## config.mk

```make
export PLATFORM = sky130hd
export DESIGN_NAME = r_type_alu_execute
export DESIGN_NICKNAME = d
export VERILOG_FILES = /design/src/hw/rtl/rta_pkg.sv /design/src/hw/rtl/rta_ctrl.sv /design/src/hw/rtl/rta_dp.sv /design/src/hw/rtl/r_type_alu_execute.sv
export VERILOG_INCLUDE_DIRS = /design/src /design/src/hw/rtl
export SDC_FILE = /design/constraint.sdc
export NUM_CORES = 2
export LEC_CHECK = 0
export ABC_AREA = 1
export BUFFER_PORTS_ARGS = -buffer_cell sky130_fd_sc_hd__buf_2
export CAP_MARGIN = 20
export CORE_UTILIZATION = 30
export CTS_CLUSTER_DIAMETER = 120
export DETAILED_ROUTE_END_ITERATION = 8
export GPL_TIMING_DRIVEN = 0
export PLACE_DENSITY_LB_ADDON = 0.3
export SYNTH_ARGS = -nofsm -noshare
export SYNTH_HDL_FRONTEND = slang
export SYNTH_SLANG_ARGS = --single-unit
```

## constraint.sdc

```tcl
create_clock -name i_clk -period 7.7 [get_ports i_clk]
set_input_delay 0.77 -clock i_clk [delete_from_list [all_inputs] [get_ports i_clk]]
set_output_delay 0.77 -clock i_clk [all_outputs]
set_load 0.005 [all_outputs]
```

## src/hw/rtl/r_type_alu_execute_macros.svh

```systemverilog
// Assertion helpers for the R-type execute block.
`ifndef R_TYPE_ALU_EXECUTE_MACROS_SVH
`define R_TYPE_ALU_EXECUTE_MACROS_SVH

// Implication checked every clock, quiet while in reset.
`define RTA_ASSERT_IMP(label, clk, rst_n, ante, cons, msg) \
    label: assert property (@(posedge clk) disable iff (!rst_n) (ante) |-> (cons)) \
        else $error(msg);

// Next-cycle implication, quiet while in reset.
`define RTA_ASSERT_NXT(label, clk, rst_n, ante, cons, msg) \
    label: assert property (@(posedge clk) disable iff (!rst_n) (ante) |=> (cons)) \
        else $error(msg);

`endif

```

## src/hw/rtl/rta_pkg.sv

```systemverilog
`default_nettype none
package rta_pkg;

    localparam int unsigned PcW = 30;

    typedef struct packed {
        logic [5:0]     primary_opcode;
        logic [5:0]     action;
        logic [4:0]     dest;
        logic [4:0]     shift_amount;
        logic [31:0]    value_s;
        logic [31:0]    value_t;
        logic [PcW-1:0] current_pc;
        logic [PcW-1:0] next_pc_in;
        logic           already_done;
    } t_in_item;

    typedef struct packed {
        logic           executed;
        logic           is_r_type;
        logic           is_jump;
        logic           reads_hi_lo;
        logic           starts_mul_div;
        logic [1:0]     fault;
        logic           write_enable;
        logic [4:0]     write_index;
        logic [31:0]    write_data;
        logic [PcW-1:0] next_pc_out;
    } t_out_item;

    localparam logic [5:0] FN_SLL   = 6'h00;
    localparam logic [5:0] FN_SRL   = 6'h02;
    localparam logic [5:0] FN_SRA   = 6'h03;
    localparam logic [5:0] FN_SLLV  = 6'h04;
    localparam logic [5:0] FN_SRLV  = 6'h06;
    localparam logic [5:0] FN_SRAV  = 6'h07;
    localparam logic [5:0] FN_JR    = 6'h08;
    localparam logic [5:0] FN_JALR  = 6'h09;
    localparam logic [5:0] FN_MFHI  = 6'h10;
    localparam logic [5:0] FN_MTHI  = 6'h11;
    localparam logic [5:0] FN_MFLO  = 6'h12;
    localparam logic [5:0] FN_MTLO  = 6'h13;
    localparam logic [5:0] FN_MULT  = 6'h18;
    localparam logic [5:0] FN_MULTU = 6'h19;
    localparam logic [5:0] FN_DIV   = 6'h1A;
    localparam logic [5:0] FN_DIVU  = 6'h1B;
    localparam logic [5:0] FN_ADD   = 6'h20;
    localparam logic [5:0] FN_ADDU  = 6'h21;
    localparam logic [5:0] FN_SUB   = 6'h22;
    localparam logic [5:0] FN_SUBU  = 6'h23;
    localparam logic [5:0] FN_AND   = 6'h24;
    localparam logic [5:0] FN_OR    = 6'h25;
    localparam logic [5:0] FN_XOR   = 6'h26;
    localparam logic [5:0] FN_SLT   = 6'h2A;
    localparam logic [5:0] FN_SLTU  = 6'h2B;

    localparam logic [1:0] FAULT_NONE  = 2'd0;
    localparam logic [1:0] FAULT_OVF   = 2'd1;
    localparam logic [1:0] FAULT_ALIGN = 2'd2;

    typedef enum logic [2:0] {
        ST_IDLE,
        ST_EXEC,
        ST_MUL,
        ST_DIV,
        ST_FIX,
        ST_OUT
    } t_state;

    // Controller to datapath commands.
    typedef struct packed {
        logic load;       // capture input item
        logic exec;       // single-cycle evaluate
        logic mul_start;
        logic mul_step;
        logic div_start;
        logic div_step;
        logic fix;        // sign fix and hi/lo write
        logic out_take;   // output transfer completed
    } t_cmd;

    // Datapath to controller status.
    typedef struct packed {
        logic is_mul;
        logic is_div;
        logic last;       // iteration counter on final step
    } t_status;

endpackage
`default_nettype wire

```

## src/hw/rtl/rta_ctrl.sv

```systemverilog
`default_nettype none
module rta_ctrl (
    input  wire              i_clk,
    input  wire              i_rst_n,
    input  wire              i_in_valid,
    output logic             o_in_stall,
    output logic             o_out_valid,
    input  wire              i_out_stall,
    input  rta_pkg::t_status i_status,
    output rta_pkg::t_cmd    o_cmd
);
    import rta_pkg::*;

    t_state r_state, n_state;

    always_ff @(posedge i_clk) begin
        if (!i_rst_n) begin
            r_state <= ST_IDLE;
        end else begin
            r_state <= n_state;
        end
    end

    always_comb begin
        n_state     = r_state;
        o_cmd       = '0;
        o_in_stall  = 1'b1;
        o_out_valid = 1'b0;
        case (r_state)
            ST_IDLE: begin
                o_in_stall = 1'b0;
                if (i_in_valid) begin
                    o_cmd.load = 1'b1;
                    n_state    = ST_EXEC;
                end
            end
            ST_EXEC: begin
                o_cmd.exec = 1'b1;
                if (i_status.is_mul) begin
                    o_cmd.mul_start = 1'b1;
                    n_state         = ST_MUL;
                end else if (i_status.is_div) begin
                    o_cmd.div_start = 1'b1;
                    n_state         = ST_DIV;
                end else begin
                    n_state = ST_OUT;
                end
            end
            ST_MUL: begin
                o_cmd.mul_step = 1'b1;
                if (i_status.last) n_state = ST_FIX;
            end
            ST_DIV: begin
                o_cmd.div_step = 1'b1;
                if (i_status.last) n_state = ST_FIX;
            end
            ST_FIX: begin
                o_cmd.fix = 1'b1;
                n_state   = ST_OUT;
            end
            ST_OUT: begin
                o_out_valid = 1'b1;
                if (!i_out_stall) begin
                    o_cmd.out_take = 1'b1;
                    n_state        = ST_IDLE;
                end
            end
            default: n_state = ST_IDLE;
        endcase
    end

endmodule
`default_nettype wire

```

## src/hw/rtl/rta_dp.sv

```systemverilog
`default_nettype none
`include "r_type_alu_execute_macros.svh"
module rta_dp (
    input  wire                 i_clk,
    input  wire                 i_rst_n,
    input  rta_pkg::t_in_item   i_in,
    input  wire [29:0]          i_jump_fault_target,
    input  rta_pkg::t_cmd       i_cmd,
    output rta_pkg::t_status    o_status,
    output rta_pkg::t_out_item  o_out
);
    import rta_pkg::*;

    t_in_item  r_in;
    t_out_item r_out, n_out;
    logic [31:0] r_hi, r_lo;
    logic [31:0] r_acc_hi, r_acc_lo;  // mul: product; div: remainder / quotient
    logic [31:0] r_opnd;              // mul multiplicand / div divisor (magnitude)
    logic [4:0]  r_cnt;
    logic        r_neg_q, r_neg_r, r_signed, r_skip;

    logic        active;
    logic [31:0] s, t, res, sum, dif, m_s, m_t;
    logic [4:0]  v;
    logic        known, adv, wr, is_md;
    logic [32:0] madd;
    logic [32:0] dtry;

    assign s      = r_in.value_s;
    assign t      = r_in.value_t;
    assign v      = s[4:0];
    assign sum    = s + t;
    assign dif    = s - t;
    assign active = !r_in.already_done && (r_in.primary_opcode == 6'd0);
    assign m_s    = (r_in.action == FN_MULT || r_in.action == FN_DIV) && s[31] ? -s : s;
    assign m_t    = (r_in.action == FN_MULT || r_in.action == FN_DIV) && t[31] ? -t : t;

    assign o_status.is_mul = active && (r_in.action == FN_MULT || r_in.action == FN_MULTU);
    assign o_status.is_div = active && (r_in.action == FN_DIV || r_in.action == FN_DIVU);
    assign o_status.last   = (r_cnt == 5'd31);

    always_comb begin
        known = 1'b1;
        adv   = 1'b1;
        wr    = 1'b1;
        is_md = 1'b0;
        res   = '0;
        n_out = '0;
        n_out.executed    = r_in.already_done;
        n_out.next_pc_out = r_in.next_pc_in;
        case (r_in.action)
            FN_SLL:  res = t << r_in.shift_amount;
            FN_SRL:  res = t >> r_in.shift_amount;
            FN_SRA:  res = 32'($signed(t) >>> r_in.shift_amount);
            FN_SLLV: res = t << v;
            FN_SRLV: res = t >> v;
            FN_SRAV: res = 32'($signed(t) >>> v);
            FN_JR: begin
                n_out.is_jump = 1'b1;
                wr  = 1'b0;
                adv = 1'b0;
                if (s[1:0] != 2'd0) n_out.fault = FAULT_ALIGN;
                else n_out.next_pc_out = s[31:2];
            end
            FN_JALR: begin
                n_out.is_jump = 1'b1;
                adv = 1'b0;
                res = {r_in.current_pc, 2'b00} + 32'd8;
                n_out.next_pc_out = (s[1:0] != 2'd0) ? i_jump_fault_target : s[31:2];
            end
            FN_MFHI: begin res = r_hi; n_out.reads_hi_lo = 1'b1; end
            FN_MTHI: wr = 1'b0;
            FN_MFLO: begin res = r_lo; n_out.reads_hi_lo = 1'b1; end
            FN_MTLO: wr = 1'b0;
            FN_MULT, FN_MULTU, FN_DIV, FN_DIVU: begin
                is_md = 1'b1;
                wr    = 1'b0;
            end
            FN_ADD: begin
                res = sum;
                if (!(s[31] ^ t[31]) && (s[31] ^ sum[31])) n_out.fault = FAULT_OVF;
            end
            FN_ADDU: res = sum;
            FN_SUB: begin
                res = dif;
                if ((s[31] ^ t[31]) && (s[31] ^ dif[31])) n_out.fault = FAULT_OVF;
            end
            FN_SUBU: res = dif;
            FN_AND:  res = s & t;
            FN_OR:   res = s | t;
            FN_XOR:  res = s ^ t;
            FN_SLT:  res = {31'd0, $signed(s) < $signed(t)};
            FN_SLTU: res = {31'd0, s < t};
            default: known = 1'b0;
        endcase
        if (n_out.fault != FAULT_NONE) wr = 1'b0;
        if (!active) begin
            n_out = '0;
            n_out.executed    = r_in.already_done;
            n_out.next_pc_out = r_in.next_pc_in;
        end else if (!known) begin
            n_out = '0;
            n_out.next_pc_out = r_in.next_pc_in;
        end else begin
            n_out.executed       = 1'b1;
            n_out.is_r_type      = 1'b1;
            n_out.starts_mul_div = is_md;
            if (n_out.fault == FAULT_NONE && adv) n_out.next_pc_out = r_in.next_pc_in + 30'd1;
            if (wr) begin
                n_out.write_enable = 1'b1;
                n_out.write_index  = r_in.dest;
                n_out.write_data   = res;
            end
        end
    end

    // Shift-add multiply step: acc_hi:acc_lo with multiplier in acc_lo.
    assign madd = {1'b0, r_acc_hi} + (r_acc_lo[0] ? {1'b0, r_opnd} : 33'd0);
    // Restoring divide step: remainder in acc_hi, dividend/quotient in acc_lo.
    assign dtry = {r_acc_hi, r_acc_lo[31]} - {1'b0, r_opnd};

    always_ff @(posedge i_clk) begin
        if (i_cmd.load) r_in <= i_in;
        if (i_cmd.exec) r_out <= n_out;
        if (i_cmd.mul_start || i_cmd.div_start) begin
            r_cnt    <= 5'd0;
            r_opnd   <= i_cmd.mul_start ? m_s : m_t;
            r_acc_hi <= '0;
            r_acc_lo <= i_cmd.mul_start ? m_t : m_s;
            r_signed <= (r_in.action == FN_MULT) || (r_in.action == FN_DIV);
            r_neg_q  <= s[31] ^ t[31];
            r_neg_r  <= s[31];
            r_skip   <= i_cmd.div_start && (t == 32'd0);
        end
        if (i_cmd.mul_step) begin
            r_cnt    <= r_cnt + 5'd1;
            r_acc_hi <= madd[32:1];
            r_acc_lo <= {madd[0], r_acc_lo[31:1]};
        end
        if (i_cmd.div_step) begin
            r_cnt <= r_cnt + 5'd1;
            if (!dtry[32]) begin
                r_acc_hi <= dtry[31:0];
                r_acc_lo <= {r_acc_lo[30:0], 1'b1};
            end else begin
                r_acc_hi <= {r_acc_hi[30:0], r_acc_lo[31]};
                r_acc_lo <= {r_acc_lo[30:0], 1'b0};
            end
        end
        if (!i_rst_n) begin
            r_hi <= '0;
            r_lo <= '0;
        end else if (i_cmd.exec && active) begin
            if (r_in.action == FN_MTHI) r_hi <= s;
            if (r_in.action == FN_MTLO) r_lo <= s;
        end else if (i_cmd.fix) begin
            if (o_status.is_mul) begin
                if (r_signed && r_neg_q) {r_hi, r_lo} <= -{r_acc_hi, r_acc_lo};
                else {r_hi, r_lo} <= {r_acc_hi, r_acc_lo};
            end else if (!r_skip) begin
                r_lo <= (r_signed && r_neg_q) ? -r_acc_lo : r_acc_lo;
                r_hi <= (r_signed && r_neg_r) ? -r_acc_hi : r_acc_hi;
            end
        end
    end

    assign o_out = r_out;

    `RTA_ASSERT_NXT(a_fix_after_last, i_clk, i_rst_n,
        (i_cmd.mul_step || i_cmd.div_step) && o_status.last, i_cmd.fix, "fix must follow last step")
    `RTA_ASSERT_IMP(a_md_flag, i_clk, i_rst_n,
        i_cmd.mul_start || i_cmd.div_start, n_out.starts_mul_div, "md start without flag")
    `RTA_ASSERT_IMP(a_fault_nowrite, i_clk, i_rst_n,
        i_cmd.exec && n_out.fault != FAULT_NONE, !n_out.write_enable, "write on fault")

endmodule
`default_nettype wire

```

## src/hw/rtl/r_type_alu_execute.sv

```systemverilog
// R-type execute block.
// Input channel: i_in_valid / o_in_stall carry one decoded instruction per
// transfer (t_in_item). Output channel: o_out_valid / i_out_stall carry one
// result per transfer (t_out_item). The block keeps hi and lo itself.
// One instruction is in flight at a time. Plain ALU, shift, jump and hi/lo
// moves offer their result after the execute state; mult, multu, div and
// divu then pass a 32-step shift-add / restoring-divide unit that does one
// bit a cycle, and a sign-fix state. The next input is taken the cycle after
// the result transfers. While the receiver stalls the result is held and the
// input stays stalled.
// Reset (i_rst_n low, synchronous) clears hi, lo, the jump fault target and
// the controller; no result is pending after reset.
// i_cfg_we writes jump_fault_target, the word index taken as next pc when
// a jalr target is misaligned; write it only while the block is idle.
`default_nettype none
`include "r_type_alu_execute_macros.svh"
module r_type_alu_execute (
    input  wire                 i_clk,
    input  wire                 i_rst_n,
    input  wire                 i_in_valid,
    output logic                o_in_stall,
    input  rta_pkg::t_in_item   i_in_data,
    output logic                o_out_valid,
    input  wire                 i_out_stall,
    output rta_pkg::t_out_item  o_out_data,
    input  wire                 i_cfg_we,
    input  wire [29:0]          i_cfg_data
);
    import rta_pkg::*;

    t_cmd        cmd;
    t_status     status;
    logic [29:0] r_jump_fault_target;

    // Hold the configured fault target; write only when idle.
    always_ff @(posedge i_clk) begin
        if (!i_rst_n) begin
            r_jump_fault_target <= '0;
        end else if (i_cfg_we) begin
            r_jump_fault_target <= i_cfg_data;
        end
    end

    rta_ctrl u_ctrl (
        .i_clk       (i_clk),
        .i_rst_n     (i_rst_n),
        .i_in_valid  (i_in_valid),
        .o_in_stall  (o_in_stall),
        .o_out_valid (o_out_valid),
        .i_out_stall (i_out_stall),
        .i_status    (status),
        .o_cmd       (cmd)
    );

    rta_dp u_dp (
        .i_clk               (i_clk),
        .i_rst_n             (i_rst_n),
        .i_in                (i_in_data),
        .i_jump_fault_target (r_jump_fault_target),
        .i_cmd               (cmd),
        .o_status            (status),
        .o_out               (o_out_data)
    );

    // One instruction in flight: input never taken while a result is offered.
    `RTA_ASSERT_IMP(a_one_inflight, i_clk, i_rst_n, o_out_valid, o_in_stall, "input open with result")
    // A held result stays valid until it transfers.
    `RTA_ASSERT_NXT(a_out_hold, i_clk, i_rst_n, o_out_valid && i_out_stall, o_out_valid, "result dropped")
    // Load happens only on an input transfer.
    `RTA_ASSERT_IMP(a_load, i_clk, i_rst_n, cmd.load, i_in_valid && !o_in_stall, "load without transfer")

endmodule
`default_nettype wire

```

## After elaboration in Yosys (flattened, before gate mapping)

Index checks and enable logic that the tools add are counted.

| storage, ports and cells | value |
|---|---|
| bits in registers | 424 |
| input bits | 182 |
| output and inout port bits | 77 |
| word-level logic and storage cells | 204 |

| cells by class | value |
|---|---|
| add/sub/neg operators | 12 |
| $lt $le $gt $ge | 2 |
| equal/unequal tests | 36 |
| shifts and indexed selects | 6 |
| multiplexer cells | 71 |
| bitwise operators | 6 |
| reduce and logical (&&, ||, !) cells | 40 |

Operators by type and width:

| kind | number |
|---|---|
| $mux W32 | 26 |
| $pmux W32 S16 | 1 |
| $neg A32 Y32 | 4 |
| $mux W30 | 3 |
| $mux W75 | 1 |
| $mux W68 | 1 |
| $lt A32 B32 Y1 | 2 |
| $neg A64 Y64 | 1 |
| $shl A32 B5 Y32 | 2 |
| $shr A32 B5 Y32 | 2 |
| $sshr A32 B5 Y32 | 2 |
| $pmux W30 S2 | 1 |
| $eq A6 B6 Y1 const B | 9 |
| $eq A6 B5 Y1 const B | 8 |
| $mux W38 | 1 |
| $add A32 B33 Y33 | 1 |
| $sub A33 B32 Y33 | 1 |
| $add A32 B32 Y32 | 1 |
| $add A32 B4 Y32 const B | 1 |
| $and A32 B32 Y32 | 1 |
| $logic_not A32 Y1 | 1 |
| $or A32 B32 Y32 | 1 |
| $sub A32 B32 Y32 | 1 |
| $xor A32 B32 Y32 | 1 |
| 33 further kinds | 100 |

## Depth between registers and ports, before layout

| logic depth | value |
|---|---|
| depth in word-level cells | 10 |
| mapped depth | 20 |
| depth with buffers taken out | 19 |

## Cells and area by module

From an unflattened synthesis, not the netlist that was laid out.

| second synthesis, totals | value |
|---|---|
| cell total of the unflattened synthesis | 6121 |
| area total of the unflattened synthesis | 39385.3 um^2 |

By module, submodules not included:

| module | times used | cells an instance | area each (um^2) | seq. area each (um^2) |
|---|---|---|---|---|
| rta_dp | 1 | 5885 | 37821.3 | 11100.6 |
| r_type_alu_execute | 1 | 190 | 1305.0 | 600.6 |
| rta_ctrl | 1 | 46 | 259.0 | 60.1 |

## Least setup slack after synthesis

No wires, ideal clock.

| timing path | value |
|---|---|
| path kind | reg2reg |
| start | register u_ctrl.r_state[0] |
| end | register u_dp.r_acc_hi[0], enable pin |
| library setup time | 0.591 ns |
| arrival | 6.972 ns |
| required time | 7.109 ns |
| path slack | 0.137 ns |
| cell stages (with the launch flop) | 7 |
| path buffers | 0 |
| clock period less this slack | 7.563 ns |
| cells stage by stage | dfxtp_1 -> inv_2 -> nor2_1 -> inv_2 -> nor2_4 -> inv_2 -> o21ai_0 |

| between the ends | value |
|---|---|
| cells in the longest elaborated chain, start to end | 4 |
| elaborated cells between the ends (all ways) | 9 |
| classes of those cells | eq/ne (3); mux (4); reduce/logical (2) |

RTL lines:

| what | line | RTL |
|---|---|---|
| start, declared | rta_ctrl.sv:14 | `t_state r_state, n_state;` |
| start signal, assigned | rta_ctrl.sv:20 | `r_state <= n_state;` |
| $eq A3 B1 Y1 | rta_ctrl.sv:29 | `case (r_state)` |
| $mux W2 or $mux W1 (tied branches) | rta_ctrl.sv:29 |  |
| $logic_or A1 B1 Y1 | rta_dp.sv:125 | `if (i_cmd.mul_start \|\| i_cmd.div_start) begin` |
| $reduce_bool A3 Y1 (no line) (*) | -- |  |
| end signal, assigned | rta_dp.sv:137 | `r_acc_hi <= madd[32:1];` |
| end signal, assigned | rta_dp.sv:143 | `r_acc_hi <= dtry[31:0];` |
| end signal, assigned | rta_dp.sv:146 | `r_acc_hi <= {r_acc_hi[30:0], r_acc_lo[31]};` |
| end, declared | rta_dp.sv:17 | `logic [31:0] r_acc_hi, r_acc_lo;` |

Every way passes the cells marked *; elsewhere a longest branch is shown, timed or not.
A chain may end at the register's enable or synchronous reset.

## Worst setup path after layout

| timing path | value |
|---|---|
| start | register u_dp.r_in, in the netlist u_dp.t[29] |
| end | register u_dp.r_out, in the netlist u_dp.o_out[36] (data pin) |

| between the ends | value |
|---|---|
| cells in the longest elaborated chain, start to end | 8 |
| elaborated cells between the ends (all ways) | 19 |
| classes of those cells | add/sub (2); shift (6); mux (5); bitwise (2); reduce/logical (4) |

RTL lines:

| what | line | RTL |
|---|---|---|
| start, declared | rta_dp.sv:14 | `t_in_item r_in;` |
| start signal, assigned | rta_dp.sv:123 | `if (i_cmd.load) r_in <= i_in;` |
| $sub A32 B32 Y32 or $add A32 B32 Y32 (tied branches) | rta_dp.sv:33, rta_dp.sv:32 |  |
| $xor A1 B1 Y1 (on tied branches) | rta_dp.sv:86, rta_dp.sv:81 |  |
| $logic_and A1 B1 Y1 (on tied branches) | rta_dp.sv:86, rta_dp.sv:81 |  |
| $mux W1 (on tied branches) | rta_dp.sv:86, rta_dp.sv:81 |  |
| $pmux W2 S3 | rta_dp.sv:51 | `case (r_in.action)` |
| $reduce_bool A2 Y1 | rta_dp.sv:96 | `if (n_out.fault != FAULT_NONE) wr = 1'b0;` |
| $mux W1 | rta_dp.sv:96 |  |
| $reduce_and A3 Y1 (no line) | -- |  |
| end signal, assigned | rta_dp.sv:124 | `if (i_cmd.exec) r_out <= n_out;` |
| end, declared | rta_dp.sv:15 | `t_out_item r_out, n_out;` |

Parallel ways exist; a longest one is shown, timed or not.

==> insert_results.sql <==
INSERT INTO impl_metrics (metric_group, metric, value, unit) VALUES
('clocking', 'clk_pin_slew_worst_paths', '0.06', 'ns'),
('job', 'drv_cap', '0', ''),
('synth', 'synth_compound_gate_area_share', '0.1626', ''),
('synth', 'yosys_top_cell_by_area', 'edfxtp_1', ''),
('synth', 'synth_top_family_by_area', 'simple AND/OR/NAND/NOR gates', ''),
('setup_path', 'critical_path.max_stage_delay', '0.79', 'ns'),
('placement', 'dpl.cell_count', '8037', ''),
('detailed_routing', 'drt-initial-drc-count', '6688', ''),
('global_routing', 'number_of_antenna_violations_at_the_first_check_in_global_routing', '17', ''),
('clocking', 'worstSkewPairLatency', '0.69', 'ns'),
('synth', 'synth_xor_area_frac', '0.02839', ''),
('floorplan', 'pin_count', '259', ''),
('detailed_routing', 'firstDrtPassIters', '6', ''),
('setup_path', 'worstSetupEndpointType', 'flop', ''),
('global_routing', 'grt-ovfl-total', '0', ''),
('sta', 'timing.final.setup_violations', '0', ''),
('clocking', 'clock-root-buffer', 'clkbuf_16', ''),
('global_routing', 'first_global_vias', '43880', ''),
('clocking', 'clock_tree.buffer_depth', '3', ''),
('global_routing', 'grt_pass1_wl', '327.7', 'mm'),
('sta', 'final-hold-violation-count', '0', ''),
('setup_path', 'cp_cell_sequence', 'clkbuf_1, inv_1, ha_1, inv_1, nor3_1, o21ai_0, nand3_1, nor2_1, nand2_1, nand2_1, nand3_1, nand2_1, inv_1, nand2_1, buf_2, a21oi_1', ''),
('clocking', 'post_cts_buffers', '0', ''),
('floorplan', 'die-height', '363.4', 'um'),
('synth', 'dominantRegCellSynth', 'edfxtp_1', ''),
('sta', 'slew_headroom', '0.1802', ''),
('finish', 'final_common_cell', 'nand2_1', ''),
('sta', 'timing.setup.tns', '0', 'ns'),
('synth', 'synth_seq_area_share', '0.3002', ''),
('sta', 'slew_violations', '0', ''),
('detailed_routing', 'drc', '0', ''),
('detailed_routing', 'postRouteAntennaNets', '0', ''),
('outcome', 'result_of_the_run', 'completed', ''),
('finish', 'layout.cells.non_filler', '8147', ''),
('setup_path', 'critical_path.top_delay_family', 'buffers and inverters', ''),
('synth', 'synthCells', '6025', ''),
('floorplan', 'rows', '132', ''),
('detailed_routing', 'routed_wire_length_per_instance', '29.17', 'um'),
('floorplan', 'dieArea', '132000', 'um^2'),
('finish', 'area_growth', '14.30', '%'),
('sta', 'timing.final.crit_period', '5.798', 'ns'),
('detailed_routing', 'route.final.wire_length', '237.7', 'mm'),
('synth', 'synth_warnings', '0', ''),
('power_and_ir_drop', 'cellPowerDensity', '355.0', 'nW/um^2'),
('sta', 'rsz0062_at_grt', 'no', ''),
('placement', 'finalWeightedCongestion', '1.111', ''),
('setup_path', 'path_max_fanout', '10', ''),
('synth', 'yosys.area_share.simple', '0.3632', ''),
('setup_path', 'worst-endpoint-required', '8.13', 'ns'),
('synth', 'async_set_or_reset_register_ratio_after_synthesis', '0', ''),
('sta', 'finalClockSkew', '0.05497', 'ns'),
('synth', 'synth_top_area_cells', 'edfxtp_1, nand2_1, nand3_1', ''),
('placement', 'buffer_ports.inserted', '257', ''),
('floorplan', 'floorplan.initialDensity', '0.3026', ''),
('synth', 'post_synth_instance_area', '39180', 'um^2'),
('setup_path', 'path_buf_inv', '5', ''),
('clocking', 'tritoncts', 'built', ''),
('setup_path', 'worst_setup_path_start_kind', 'flop', ''),
('finish', 'largest_register_ffs', '83', ''),
('finish', 'layout-drive-gt1-share', '0.08977', ''),
('power_and_ir_drop', 'p_leak', '19.81', 'nW'),
('floorplan', 'die_x', '363.4', 'um'),
('synth', 'post_synth_mux_area_share', '0.001022', ''),
('sta', 'final_min_period_over_clock_period', '0.7529', ''),
('finish', 'final_net_count', '6708', ''),
('finish', 'largest-register', 'u_dp.r_in', ''),
('synth', 'synth-edff-count', '327', ''),
('synth', 'ys_types', '64', ''),
('detailed_routing', 'vias', '47040', ''),
('power_and_ir_drop', 'max-vdd-ir-drop', '0.1815', 'mV'),
('global_routing', 'globalRouteTotalUtil', '0.3490', '');
## logic make-up after synthesis
group                      after synthesis
and+or+nand+nor                       3327
AOI/OAI and AO/OA                     1111
buffers and inverters                  856
DFF                                    424
adders and majority gates              176
xor gates and xnor gates               127
muxes                                    4
## worst register-to-register path, stage by stage (launching register included)
cell	delay (ns)
edfxtp_1	0.53
clkbuf_1	0.80
inv_1	0.71
ha_1	0.71
inv_1	0.23
nor3_1	0.31
o21ai_0	0.15
nand3_1	0.14
nor2_1	0.08
nand2_1	0.16
nand2_1	0.08
nand3_1	0.22
nand2_1	0.08
inv_1	0.14
nand2_1	0.46
buf_2	0.46
a21oi_1	0.32
## layer usage
metal,part of all wire,GRT usage,vias to the layer above
met1,0.40,0.4509,22480
met5,0.00028,0,-
met2,0.43,0.5277,2750
met4,0.080,0.2418,12
met3,0.089,0.06075,643
li1,-,-,21150
## worst paths after layout
path                 start              to  slack (ns)  depth (start not counted)
min          i_in_data[99]       u_dp.s[6]        0.25                          1
max reg2reg     u_dp.t[29]  u_dp.o_out[36]        1.90                         16
min reg2reg   u_dp.r_lo[1]    u_dp.r_lo[1]        0.46                          2
max             u_dp.t[29]  u_dp.o_out[36]        1.90                         16
## final cells by class
type	instances	area, um^2	share of cell area
sequential	424	11760	0.2626
tap	1742	2180	0.04867
antenna	11	27.53	0.0006147
clock buffer	58	1355	0.03026
buffer	267	1222	0.02730
clock inverter	41	480.5	0.01073
multi-input combinational	4745	24010	0.5361
timing repair buffer	270	1535	0.03428
inverter	589	2211	0.04937
## synthesized netlist by cell type, drive strengths merged (30+ instances only)
cell and instances:
nor3 100, o211ai 83, buf 132, nand4 116
a21oi 367, ha 172, a22oi 30, dfxtp 97
nand2 1608, a31oi 31, nand3 781, o22ai 44
inv 575, xor2 109, nor2 637, clkbuf 135
o21ai 451, edfxtp 327
## through the flow
stage,utilization,cell area (um^2),power (mW),setup slack (ns)
3_3_place_gp,0.3293,42640,12.95,-4.597
6_report,0.3458,44780,15.90,1.902
4_1_cts,0.3456,44750,15.56,2.109
3_5_place_dp,0.3315,42920,12.87,2.133
2_1_floorplan,-,39180,9.074,0.1367
5_1_grt,0.3457,44760,16.61,1.879
## where the power goes
part	internal [mW]	leakage, nW	switching [mW]	total (mW)
sequential	3.34	3.87	1.00	4.34
clock	1.50	0.878	1.15	2.65
combinational	2.36	15.1	6.54	8.90
No activity file was read; power rests on OpenSTA's default activity.
